[src/sv/ant_pkg.sv]
// ----------------------------------------------------------------------------
// ant_pkg
// shared types and constants of the aging neighbor table
// ----------------------------------------------------------------------------
package ant_pkg;

    localparam int TABLE_SLOTS_DEF = 16;

    localparam int CFG_DATA_W = 16;

    localparam logic        CFG_AGE_LIMIT  = 1'b0;
    localparam logic        CFG_CEILING    = 1'b1;

    localparam logic [15:0] AGE_LIMIT_RST  = 16'd64;
    localparam logic [7:0]  CEILING_RST    = 8'd90;

    localparam logic        KIND_MSG       = 1'b0;
    localparam logic        KIND_PURGE     = 1'b1;

    typedef struct packed {
        logic [15:0] id;
        logic [31:0] stamp;
        logic [7:0]  distance;
        logic [7:0]  count;
        logic [7:0]  mode;
    } t_entry;

endpackage

[src/sv/aging_neighbor_table.sv]
// ----------------------------------------------------------------------------
// aging_neighbor_table
// neighbor table with id search, update or append, age purge and nearest
// distance report, walked one entry at a time over one write and one read port
// ----------------------------------------------------------------------------
// Holds up to TABLE_SLOTS-1 neighbor entries in a memory with one write port
// and one registered read port; every entry visit is a read followed by a
// check. A message searches the entries up to the hit (or all of them on a
// miss), writes the entry in place or appends it (over the last slot when
// full), then walks all entries for the nearest distance. A purge walks the
// entries from the last down, removing each aged one by moving the last entry
// into its slot, then does the same nearest-distance walk, or reports the
// ceiling when the table ends empty. The block returns to idle after each
// transaction before the next one is taken, and a finished transaction
// waits while the previous result is still stalled. The input side stalls
// while a transaction is in progress; the result is held in an output
// register so the next transaction is taken while it waits. The entry memory
// needs no clearing after reset; the user writes configuration only while no
// transaction is in progress, and the block itself does not enforce this.
module aging_neighbor_table
    import ant_pkg::*;
#(
    parameter int TABLE_SLOTS = TABLE_SLOTS_DEF
) (
    input  logic                  i_clk,
    input  logic                  i_rst_n,
    input  logic                  i_cfg_we,
    input  logic                  i_cfg_index,
    input  logic [CFG_DATA_W-1:0] i_cfg_data,
    input  logic                  i_valid,
    output logic                  o_stall,
    input  logic                  i_kind,
    input  logic [31:0]           i_now_tick,
    input  logic [15:0]           i_sender_id,
    input  logic [7:0]            i_distance,
    input  logic [7:0]            i_sender_count,
    input  logic [7:0]            i_sender_mode,
    output logic                  o_valid,
    input  logic                  i_stall,
    output logic [3:0]            o_entry_count,
    output logic [7:0]            o_nearest_distance,
    output logic                  o_was_known
);

    localparam int CAP = TABLE_SLOTS - 1;
    localparam int CW  = $clog2(TABLE_SLOTS);
    localparam int AW  = (CAP > 1) ? $clog2(CAP) : 1;

    localparam logic [3:0] S_IDLE      = 4'd0;
    localparam logic [3:0] S_MSG_RD    = 4'd1;
    localparam logic [3:0] S_MSG_CHK   = 4'd2;
    localparam logic [3:0] S_MSG_WR    = 4'd3;
    localparam logic [3:0] S_PRG_RD    = 4'd4;
    localparam logic [3:0] S_PRG_CHK   = 4'd5;
    localparam logic [3:0] S_PRG_MV_RD = 4'd6;
    localparam logic [3:0] S_PRG_MV    = 4'd7;
    localparam logic [3:0] S_MIN_RD    = 4'd8;
    localparam logic [3:0] S_MIN_CHK   = 4'd9;
    localparam logic [3:0] S_DONE      = 4'd10;

    t_entry        r_mem [CAP];
    t_entry        r_rd;

    logic [3:0]    r_state;
    logic [CW-1:0] r_count;
    logic [AW-1:0] r_addr;
    logic          r_known;
    logic [7:0]    r_best;
    logic          r_kind;
    t_entry        r_item;
    logic [15:0]   r_age_limit;
    logic [7:0]    r_ceiling;

    logic [CW-1:0] w_last;
    logic [AW-1:0] w_rd_addr;
    logic          w_at_last;
    logic [31:0]   w_age;
    logic          w_old;
    logic          w_we;

    assign w_last    = r_count - CW'(1);
    assign w_at_last = (CW'(r_addr) == w_last);
    assign w_rd_addr = (r_state == S_PRG_MV_RD) ? w_last[AW-1:0] : r_addr;
    assign w_age     = r_item.stamp - r_rd.stamp;
    assign w_old     = (w_age > {16'd0, r_age_limit});
    assign w_we      = (r_state == S_MSG_WR) || (r_state == S_PRG_MV);
    assign o_stall   = (r_state != S_IDLE);

    // entry memory
    always_ff @(posedge i_clk) begin
        if (w_we) begin
            r_mem[r_addr] <= (r_state == S_MSG_WR) ? r_item : r_rd;
        end
        r_rd <= r_mem[w_rd_addr];
    end

    always_ff @(posedge i_clk) begin
        if (!i_rst_n) begin
            r_age_limit <= AGE_LIMIT_RST;
            r_ceiling   <= CEILING_RST;
        end else if (i_cfg_we) begin
            case (i_cfg_index)
                CFG_AGE_LIMIT: r_age_limit <= i_cfg_data;
                CFG_CEILING:   r_ceiling   <= i_cfg_data[7:0];
                default:       r_ceiling   <= r_ceiling;
            endcase
        end
    end

    always_ff @(posedge i_clk) begin
        if (!i_rst_n) begin
            r_state <= S_IDLE;
            r_count <= '0;
            r_addr  <= '0;
            r_known <= 1'b0;
            o_valid <= 1'b0;
        end else begin
            if (o_valid && !i_stall && r_state != S_DONE) begin
                o_valid <= 1'b0;
            end
            case (r_state)
                S_IDLE: begin
                    if (i_valid) begin
                        r_kind          <= i_kind;
                        r_item.id       <= i_sender_id;
                        r_item.stamp    <= i_now_tick;
                        r_item.distance <= i_distance;
                        r_item.count    <= i_sender_count;
                        r_item.mode     <= i_sender_mode;
                        r_known         <= 1'b0;
                        if (i_kind == KIND_MSG) begin
                            r_addr <= '0;
                            if (r_count == '0) begin
                                r_count <= CW'(1);
                                r_state <= S_MSG_WR;
                            end else begin
                                r_state <= S_MSG_RD;
                            end
                        end else if (r_count == '0) begin
                            r_state <= S_MIN_RD;
                        end else begin
                            r_addr  <= w_last[AW-1:0];
                            r_state <= S_PRG_RD;
                        end
                    end
                end
                S_MSG_RD: r_state <= S_MSG_CHK;
                S_MSG_CHK: begin
                    if (r_rd.id == r_item.id) begin
                        r_known <= 1'b1;
                        r_state <= S_MSG_WR;
                    end else if (w_at_last) begin
                        r_state <= S_MSG_WR;
                        if (r_count < CW'(CAP)) begin
                            r_addr  <= r_count[AW-1:0];
                            r_count <= r_count + CW'(1);
                        end else begin
                            r_addr <= AW'(CAP - 1);
                        end
                    end else begin
                        r_addr  <= r_addr + AW'(1);
                        r_state <= S_MSG_RD;
                    end
                end
                S_MSG_WR: begin
                    r_addr  <= '0;
                    r_state <= S_MIN_RD;
                end
                S_PRG_RD: r_state <= S_PRG_CHK;
                S_PRG_CHK: begin
                    if (w_old && !w_at_last) begin
                        r_state <= S_PRG_MV_RD;
                    end else begin
                        if (w_old) begin
                            r_count <= w_last;
                        end
                        if (r_addr == '0) begin
                            r_state <= S_MIN_RD;
                        end else begin
                            r_addr  <= r_addr - AW'(1);
                            r_state <= S_PRG_RD;
                        end
                    end
                end
                S_PRG_MV_RD: r_state <= S_PRG_MV;
                S_PRG_MV: begin
                    r_count <= w_last;
                    if (r_addr == '0) begin
                        r_state <= S_MIN_RD;
                    end else begin
                        r_addr  <= r_addr - AW'(1);
                        r_state <= S_PRG_RD;
                    end
                end
                S_MIN_RD: begin
                    if (r_count == '0) begin
                        r_best  <= r_ceiling;
                        r_state <= S_DONE;
                    end else begin
                        r_state <= S_MIN_CHK;
                    end
                end
                S_MIN_CHK: begin
                    if (r_addr == '0) begin
                        r_best <= (r_rd.distance < r_ceiling) ? r_rd.distance : r_ceiling;
                    end else if (r_rd.distance < r_best) begin
                        r_best <= r_rd.distance;
                    end
                    if (w_at_last) begin
                        r_state <= S_DONE;
                    end else begin
                        r_addr  <= r_addr + AW'(1);
                        r_state <= S_MIN_RD;
                    end
                end
                S_DONE: begin
                    if (!o_valid || !i_stall) begin
                        o_valid <= 1'b1;
                        r_state <= S_IDLE;
                    end
                end
                default: r_state <= S_IDLE;
            endcase
        end
    end

    // result register
    always_ff @(posedge i_clk) begin
        if (r_state == S_DONE && (!o_valid || !i_stall)) begin
            o_entry_count      <= 4'(r_count);
            o_nearest_distance <= r_best;
            o_was_known        <= r_known;
        end
    end

    a_count_cap: assert property (@(posedge i_clk) disable iff (!i_rst_n)
        r_count <= CW'(CAP))
        else $error("entry count above capacity");

    a_addr_cap: assert property (@(posedge i_clk) disable iff (!i_rst_n)
        (r_state != S_IDLE) |-> (CW'(r_addr) < CW'(CAP)))
        else $error("entry address out of range");

    a_purge_unknown: assert property (@(posedge i_clk) disable iff (!i_rst_n)
        (r_state != S_IDLE && r_kind == KIND_PURGE) |-> !r_known)
        else $error("purge marked as known");

    a_nearest_cap: assert property (@(posedge i_clk) disable iff (!i_rst_n)
        (r_state == S_DONE) |-> (r_best <= r_ceiling))
        else $error("nearest distance above ceiling");

    a_msg_grow: assert property (@(posedge i_clk) disable iff (!i_rst_n)
        (r_state == S_MSG_WR) |=> (r_count != '0))
        else $error("empty table after message");

endmodule
[config.mk]
export PLATFORM = sky130hd
export DESIGN_NAME = aging_neighbor_table
export DESIGN_NICKNAME = d
export VERILOG_FILES = /design/src/sv/ant_pkg.sv /design/src/sv/aging_neighbor_table.sv
export SDC_FILE = /design/constraint.sdc
export NUM_CORES = 1
export LEC_CHECK = 0
export BUFFER_PORTS_ARGS = -buffer_cell sky130_fd_sc_hd__buf_2
export CORE_MARGIN = 2
export CORE_UTILIZATION = 40
export CTS_BUF_LIST = sky130_fd_sc_hd__clkbuf_8
export CTS_CLUSTER_SIZE = 10
export DETAILED_ROUTE_END_ITERATION = 16
export PLACE_DENSITY_LB_ADDON = 0.25
export SYNTH_ARGS = -nofsm -noshare
export SYNTH_HDL_FRONTEND = slang
export SYNTH_SLANG_ARGS = --single-unit
[constraint.sdc]
create_clock -name i_clk -period 6.1 [get_ports i_clk]
set_input_delay 1.525 -clock i_clk [delete_from_list [all_inputs] [get_ports i_clk]]
set_output_delay 1.525 -clock i_clk [all_outputs]
set_load 0.01 [all_outputs]
==> results of run 1 <==
==> flip-flops by register name, summed over array words and instances (netlist names) <==
name                flops
r_known                 1
o_valid                 1
r_best                  8
o_nearest_distance      8
r_state                 4
o_entry_count           4
r_mem                 840
r_rd                   56
r_addr                  4
r_ceiling               8
o_was_known             1
r_age_limit            16
r_item                 56
r_count                 4
==> per-layer routing <==
layer  global-route usage (%)  wire length (um)  up-vias
li1                         -                 -    10200
met1                     25.3             43000    11900
met2                     31.1             48700      775
met3                     3.40              6010      150
met4                     5.54              1970        2
met5                        0                 7        -
==> report_power, final <==
group / total [mW] / switching, mW / internal (mW)
Sequential: 9.24 / 0.295 / 8.95
Clock: 5.43 / 2.68 / 2.75
Combinational: 6.63 / 4.15 / 2.48
==> Yosys cell counts (all sizes together), types with 34 or more instances <==
master,n,area [um2]
nand2,250,938
edfxtp,917,27500
clkbuf,94,353
a311oi,58,508
mux2i,61,611
a211oi,62,465
a21oi,130,651
inv,77,289
xnor2,34,298
nor2,119,447
buf,34,150
o21ai,73,365
dfxtp,94,1880
ha,68,851
mux4,168,3780
mux2,34,383
==> per-stage QoR <==
stage | hold WS (ns) | std cells | cell area, um2 | utilization (%)
after floorplan | 0.406 | 2486 | 41000 | -
after global placement | 0.443 | 3886 | 43500 | 42.8
after detailed placement | 0.447 | 3886 | 43500 | 42.8
after CTS | 0.460 | 4184 | 46600 | 45.8
after global routing | 0.470 | 4185 | 46600 | 45.8
final | 0.460 | 4185 | 46600 | 45.8
==> layout make-up <==
type | count | area share (%)
clock buffers | 175 | 5.17
multi-input cells | 1269 | 23.6
repair buffers | 160 | 2.43
diodes | 1 | 0.00537
clock inverters | 123 | 1.35
inverters | 78 | 0.628
flip-flops and latches | 1011 | 63.1
well taps | 1368 | 3.67
==> logic make-up (layout without fill, tap and decap cells) <==
kind of cell / count (synthesis) / in the layout
flip-flops: 1011 / 1011
AND/OR/NAND/NOR: 484 / 484
AO/OA/AOI/OAI: 409 / 409
multiplexers: 263 / 263
buffers and inverters: 206 / 536
adder cells (fa/ha/maj): 69 / 69
XOR/XNOR: 44 / 44
other: 0 / 1
==> worst max path at each step <==
stage,end,slack [ns],cells after the start
global placement,r_addr[0]$_SDFFE_PN0P_,0.80,21
global route,r_addr[0]$_SDFFE_PN0P_,0.23,20
detailed placement,r_addr[0]$_SDFFE_PN0P_,0.51,18
CTS,r_addr[0]$_SDFFE_PN0P_,0.49,18
finish,r_addr[0]$_SDFFE_PN0P_,0.55,18
floorplan,r_mem[0][16]$_DFFE_PP_,0.74,5
==> metrics.yaml, run 1 <==
final_layout:
  final-seq-area_um2: 29400
  layout_common_cells: "edfxtp_1, nand2_1, clkbuf_8"
  fill_cells: 8742
  drive_above_1_share_pct: 21.2
  multi_input_area_um2: 11000
  nNetsFinal: 2845
  final_common_cell: "edfxtp_1"
  syn2layout_area_growth_pct: 13.5
setup_path:
  required_ns: 6.83
  slowest_delay_ns: 0.67
  r2r-end: "r_addr[0]$_SDFFE_PN0P_"
  ff2ff_setup_slack_ns: 0.55
  crit_start: "r_item[33]$_DFFE_PP_"
  path_cells: "ha_1, a21oi_1, o21ai_1, nor4_1, nor2_1, nor2_1, xnor2_1, ha_1, nand4_1, nor4_1, nand2_1, o31a_1, a2111oi_0, nand4_1, a211oi_1, nor4b_4, o21ai_1, o311a_1"
  start_kind: "flop"
  worstReg2RegStart: "r_item[33]$_DFFE_PP_"
  crit_fanout: 7
  cp_slowest_cell: "nor4_1"
  r2r_cells: 18
  cp.arrival_ns: 6.28
  path_buf_inv: 0
  critical-path-top-delay-family: "simple AND/OR/NAND/NOR gates"
  cp-end-kind: "flop"
  crit_type: "flop to flop"
global_route:
  antenna_found_initial: 3
  grt-ovfl-total: 0
  grtUsageTotal_pct: 18.8
  grt_pass1_wl_um: 148000
  grt_pass1_vias: 23500
  grt_max_degree: 107
hold_path:
  hold_class: "flop to flop"
  holdPathStages: 0
  hold_path.startpoint: "r_best[3]$_DFFE_PP_"
  hold_end: "o_nearest_distance[3]$_DFFE_PP_"
detailed_routing:
  ant_nets: 0
  wirelength_um: 99700
  drc: 0
  via_per_inst: 5.51
  vias: 23100
  drt-initial-drc-count: 2215
  first_pass_iters: 6
  wl_per_cell_um: 23.8
clock_network:
  numCtsBuffers: 161
  holdBufCountCts: 0
  tritoncts: "done"
  clk_pin_slew_worst_paths_ns: 0.06
  cts_buffer_depth: 3
  postCtsSetupBuffers: 0
  htree_levels: 4
  post_cts_resized: 0
  root_buffer: "clkbuf_8"
  clock_latency_ns: 0.84
  clkSinkCount: 1011
timing:
  rsz0062_at_grt: "false"
  setup_viol: 0
  tightest_slew_ns: 1.22
  fmax_mhz: 180
  min_period_ns: 5.55
  slew_headroom_pct: 18.0
  hold_violations: 0
  finalSetupTns_ns: 0
  fin_crit_sh_pct: 91.0
  layout_setup_ws_ns: 0.547
  final_max_slew_viol_count: 0
  skew_ns: 0.0546
power_and_ir_drop:
  p_leak_nw: 16.1
  finalPower_mw: 21.3
  p_per_area_nw_per_um2: 457
  vdd_drop_max_uv: 244
floorplanning:
  die_height_um: 324
  ios: 110
  initial_utilization_pct: 40.3
  dieArea_um2: 105000
  rows: 117
  core-area_um2: 102000
  die_x_um: 324
yosys:
  ys_types: 68
  synth_ff_type: "edfxtp_1"
  avgSynthCellArea_um2: 16.5
  syn_inst: 2486
  ys_seq_area_share_pct: 71.7
  yosys_register_bits: 1011
  yosys.area_share.simple_pct: 5.11
  synth_xor_xnor_area_share_pct: 0.939
  synth_compound_gate_area_share_pct: 6.57
  synth_top_family_by_area: "multiplexers"
  synth.area.mux_share_pct: 11.6
  synthAdderAreaFrac_pct: 2.12
  yosysWarnings: 0
  netlist_area_um2: 41000
  syn-num-nets: 2650
  synth_edf_count: 917
  async_flop_share_pct: 0
run:
  drv_cap: 0
placed_design:
  pre_cts_ws_ns: 0.512
  numPortBuffers: 93
  routabilityCongestion: 0.866
  dpl.hpwl_um: 54400
outcome:
  outcome: "completed"
(Power assumes the default switching activity.)
==> run 2, diff against run 1 <==
--- a/config.mk
+++ b/config.mk
@@ -6,7 +6,6 @@
 export NUM_CORES = 1
 export LEC_CHECK = 0
 export BUFFER_PORTS_ARGS = -buffer_cell sky130_fd_sc_hd__buf_2
-export CORE_MARGIN = 2
 export CORE_UTILIZATION = 40
 export CTS_BUF_LIST = sky130_fd_sc_hd__clkbuf_8
 export CTS_CLUSTER_SIZE = 10
==> constraint.sdc (replaced) <==
create_clock -name i_clk -period 6.1 [get_ports i_clk]
set_input_delay 1.525 -clock i_clk [delete_from_list [all_inputs] [get_ports i_clk]]
set_output_delay 1.525 -clock i_clk [all_outputs]
set_load 0.1 [all_outputs]
==> run 2 against run 1 <==
Against the previous run: worst setup slack gained 0.35 ns; global-route usage grew 0.44 points; hold slack lost 0.0016 ns; total power grew 0.97%; register-to-register slack gained 0.35 ns; via count is essentially flat; die area shrank 1.2%; highest routed layer is now met4.
==> metrics.yaml, run 2 (synthesis gave the netlist of run 1 again) <==
global_route:
  grt-ovfl-total: 0
  grt_pass1_wl_um: 148000
  gr-usage-met2_pct: 30.9
  antenna_found_initial: 2
  busiest_layer: "met2"
  grt_max_degree: 96
  grt_pass1_vias: 23600
  grt_util_met3_pct: 3.53
  use_met1_pct: 26.6
  grtUsageTotal_pct: 19.2
power_and_ir_drop:
  vdd_drop_max_uv: 322
  p_per_area_nw_per_um2: 461
  finalPower_mw: 21.5
  seqPwrFrac_pct: 43.0
  combPwrFrac_pct: 31.2
  clkPwrFrac_pct: 25.8
  p_sw_mw: 7.18
  p_sw_share_pct: 33.4
  internal_power_mw: 14.3
  p_leak_nw: 16.1
setup_path:
  cp-end-kind: "flop"
  ff2ff_setup_slack_ns: 0.89
  required_ns: 6.80
  cp_slowest_cell: "nor4_1"
  r2r_cells: 19
  crit_type: "flop to flop"
  path_cells: "ha_1, a21oi_1, o21ai_1, nor4_1, nor2_1, nor2_1, xnor2_1, ha_1, nand4_1, nor4_1, nand2_1, o31a_1, a2111oi_0, nand4_1, a211oi_1, nor4b_4, buf_4, o21ai_1, o311a_1"
  slowest_delay_ns: 0.65
  worstReg2RegStart: "r_item[33]$_DFFE_PP_"
  cp.arrival_ns: 5.91
  r2r-end: "r_addr[0]$_SDFFE_PN0P_"
  crit_fanout: 7
  start_kind: "flop"
timing:
  min_period_ns: 5.21
  final_max_slew_viol_count: 0
  layout_setup_ws_ns: 0.894
  fmax_mhz: 192
  slew_headroom_pct: 23.1
  hold_violations: 0
  finalSetupTns_ns: 0
  fin_crit_sh_pct: 85.3
  skew_ns: 0.0358
  setup_viol: 0
  rsz0062_at_grt: "false"
  tightest_slew_ns: 1.15
placed_design:
  routabilityCongestion: 0.872
  numPortBuffers: 93
  dpl.hpwl_um: 53800
  pre_cts_ws_ns: 0.619
clock_network:
  clock_latency_ns: 0.81
  clk_pin_slew_worst_paths_ns: 0.06
  cts_buffer_depth: 3
  tritoncts: "done"
  post_cts_resized: 0
  htree_levels: 4
  numCtsBuffers: 165
  clkSinkCount: 1011
  root_buffer: "clkbuf_8"
floorplanning:
  dieArea_um2: 104000
  rows: 117
  die_height_um: 322
  core-area_um2: 102000
  initial_utilization_pct: 40.3
  ios: 110
  die_x_um: 322
final_layout:
  nNetsFinal: 2848
  largest_register_ffs: 840
  layout_common_cells: "edfxtp_1, nand2_1, clkbuf_8"
  drive_above_1_share_pct: 21.4
  utilization_pct: 45.9
  top_register: "r_mem"
  final-seq-area_um2: 29400
  largest_registers: "r_mem x840, r_item x56, r_rd x56"
  syn2layout_area_growth_pct: 13.8
  final_common_cell: "edfxtp_1"
  multi_input_area_um2: 11000
  fill_cells: 8800
detailed_routing:
  ant_nets: 0
  drt-initial-drc-count: 2068
  vias: 23000
  wirelength_um: 98600
  drc: 0
  via_per_inst: 5.49
  wl_per_cell_um: 23.5
  first_pass_iters: 5
hold_path:
  holdPathStages: 0
  hold_end: "o_nearest_distance[3]$_DFFE_PP_"
  hold_path.startpoint: "r_best[3]$_DFFE_PP_"
  hold_class: "flop to flop"
run:
  drv_cap: 0
outcome:
  outcome: "completed"
## run 2: changes by cell type in the layout (fill, tap and decap cells not counted), sizes merged
| cell | previous run | this run |
|---|---|---|
| clkbuf | 175 | 183 |
| bufinv | 2 | 4 |
| clkinvlp | 5 | 8 |
| buf | 160 | 158 |
| clkinv | 44 | 37 |
| inv | 150 | 153 |
## run 2: worst max-delay path, delay by kind of cell (launching register included)
kind | cells | cell delay, ns
flip-flops | 1 | 0.39
XOR/XNOR | 1 | 0.09
AO/OA/AOI/OAI | 7 | 1.83
buffers and inverters | 1 | 0.22
adder cells (fa/ha/maj) | 2 | 0.71
AND/OR/NAND/NOR | 8 | 1.83
## run 2: final cells by class
| cell class | instances | share of cell area, % |
|---|---|---|
| flip-flops and latches | 1011 | 63.0 |
| clock buffers | 182 | 5.36 |
| inverters | 78 | 0.627 |
| well taps | 1368 | 3.67 |
| diodes | 1 | 0.00536 |
| multi-input cells | 1269 | 23.5 |
| repair buffers | 159 | 2.43 |
| clock inverters | 124 | 1.37 |
## run 2: what timing repair did
action                                  CTS  global route
hold buffers                              0             0
endpoints found under the setup margin    0             5
buffers inserted                          0             2
## run 2: power groups by stage
stage                     combinational [mW]  clock, mW  sequential [mW]
final                                   6.70       5.56             9.25
after global routing                    7.41       6.00             9.30
after CTS                               6.73       5.71             9.26
after detailed placement                6.70          0             9.40
after global placement                  6.54          0             9.39
after floorplan                         4.76          0             9.27
## run 2: worst max path at each step
| stage | depth (start not counted) | end | start | slack, ns |
|---|---|---|---|---|
| detailed placement | 20 | r_addr[0]$_SDFFE_PN0P_ | r_item[24]$_DFFE_PP_ | 0.62 |
| finish | 19 | r_addr[0]$_SDFFE_PN0P_ | r_item[33]$_DFFE_PP_ | 0.89 |
| floorplan | 5 | r_mem[0][16]$_DFFE_PP_ | r_state[0]$_SDFFE_PN0P_ | 0.74 |
| CTS | 20 | r_addr[0]$_SDFFE_PN0P_ | r_item[24]$_DFFE_PP_ | 0.61 |
| global route | 19 | r_addr[0]$_SDFFE_PN0P_ | r_item[33]$_DFFE_PP_ | 0.20 |
| global placement | 20 | r_addr[0]$_SDFFE_PN0P_ | r_item[24]$_DFFE_PP_ | 0.73 |
## run 2: layer usage
metal	wire length, um	up-vias
li1	-	10200
met1	43800	12000
met2	47400	693
met3	5720	134
met4	1700	0
met5	0	-
## run 2: metrics by stage
| stage | cell area [um2] | cells | hold WS [ns] |
|---|---|---|---|
| after floorplan | 41000 | 2486 | 0.406 |
| after global placement | 43500 | 3881 | 0.443 |
| after detailed placement | 43500 | 3881 | 0.446 |
| after CTS | 46700 | 4187 | 0.455 |
| after global routing | 46700 | 4192 | 0.475 |
| final | 46700 | 4192 | 0.459 |
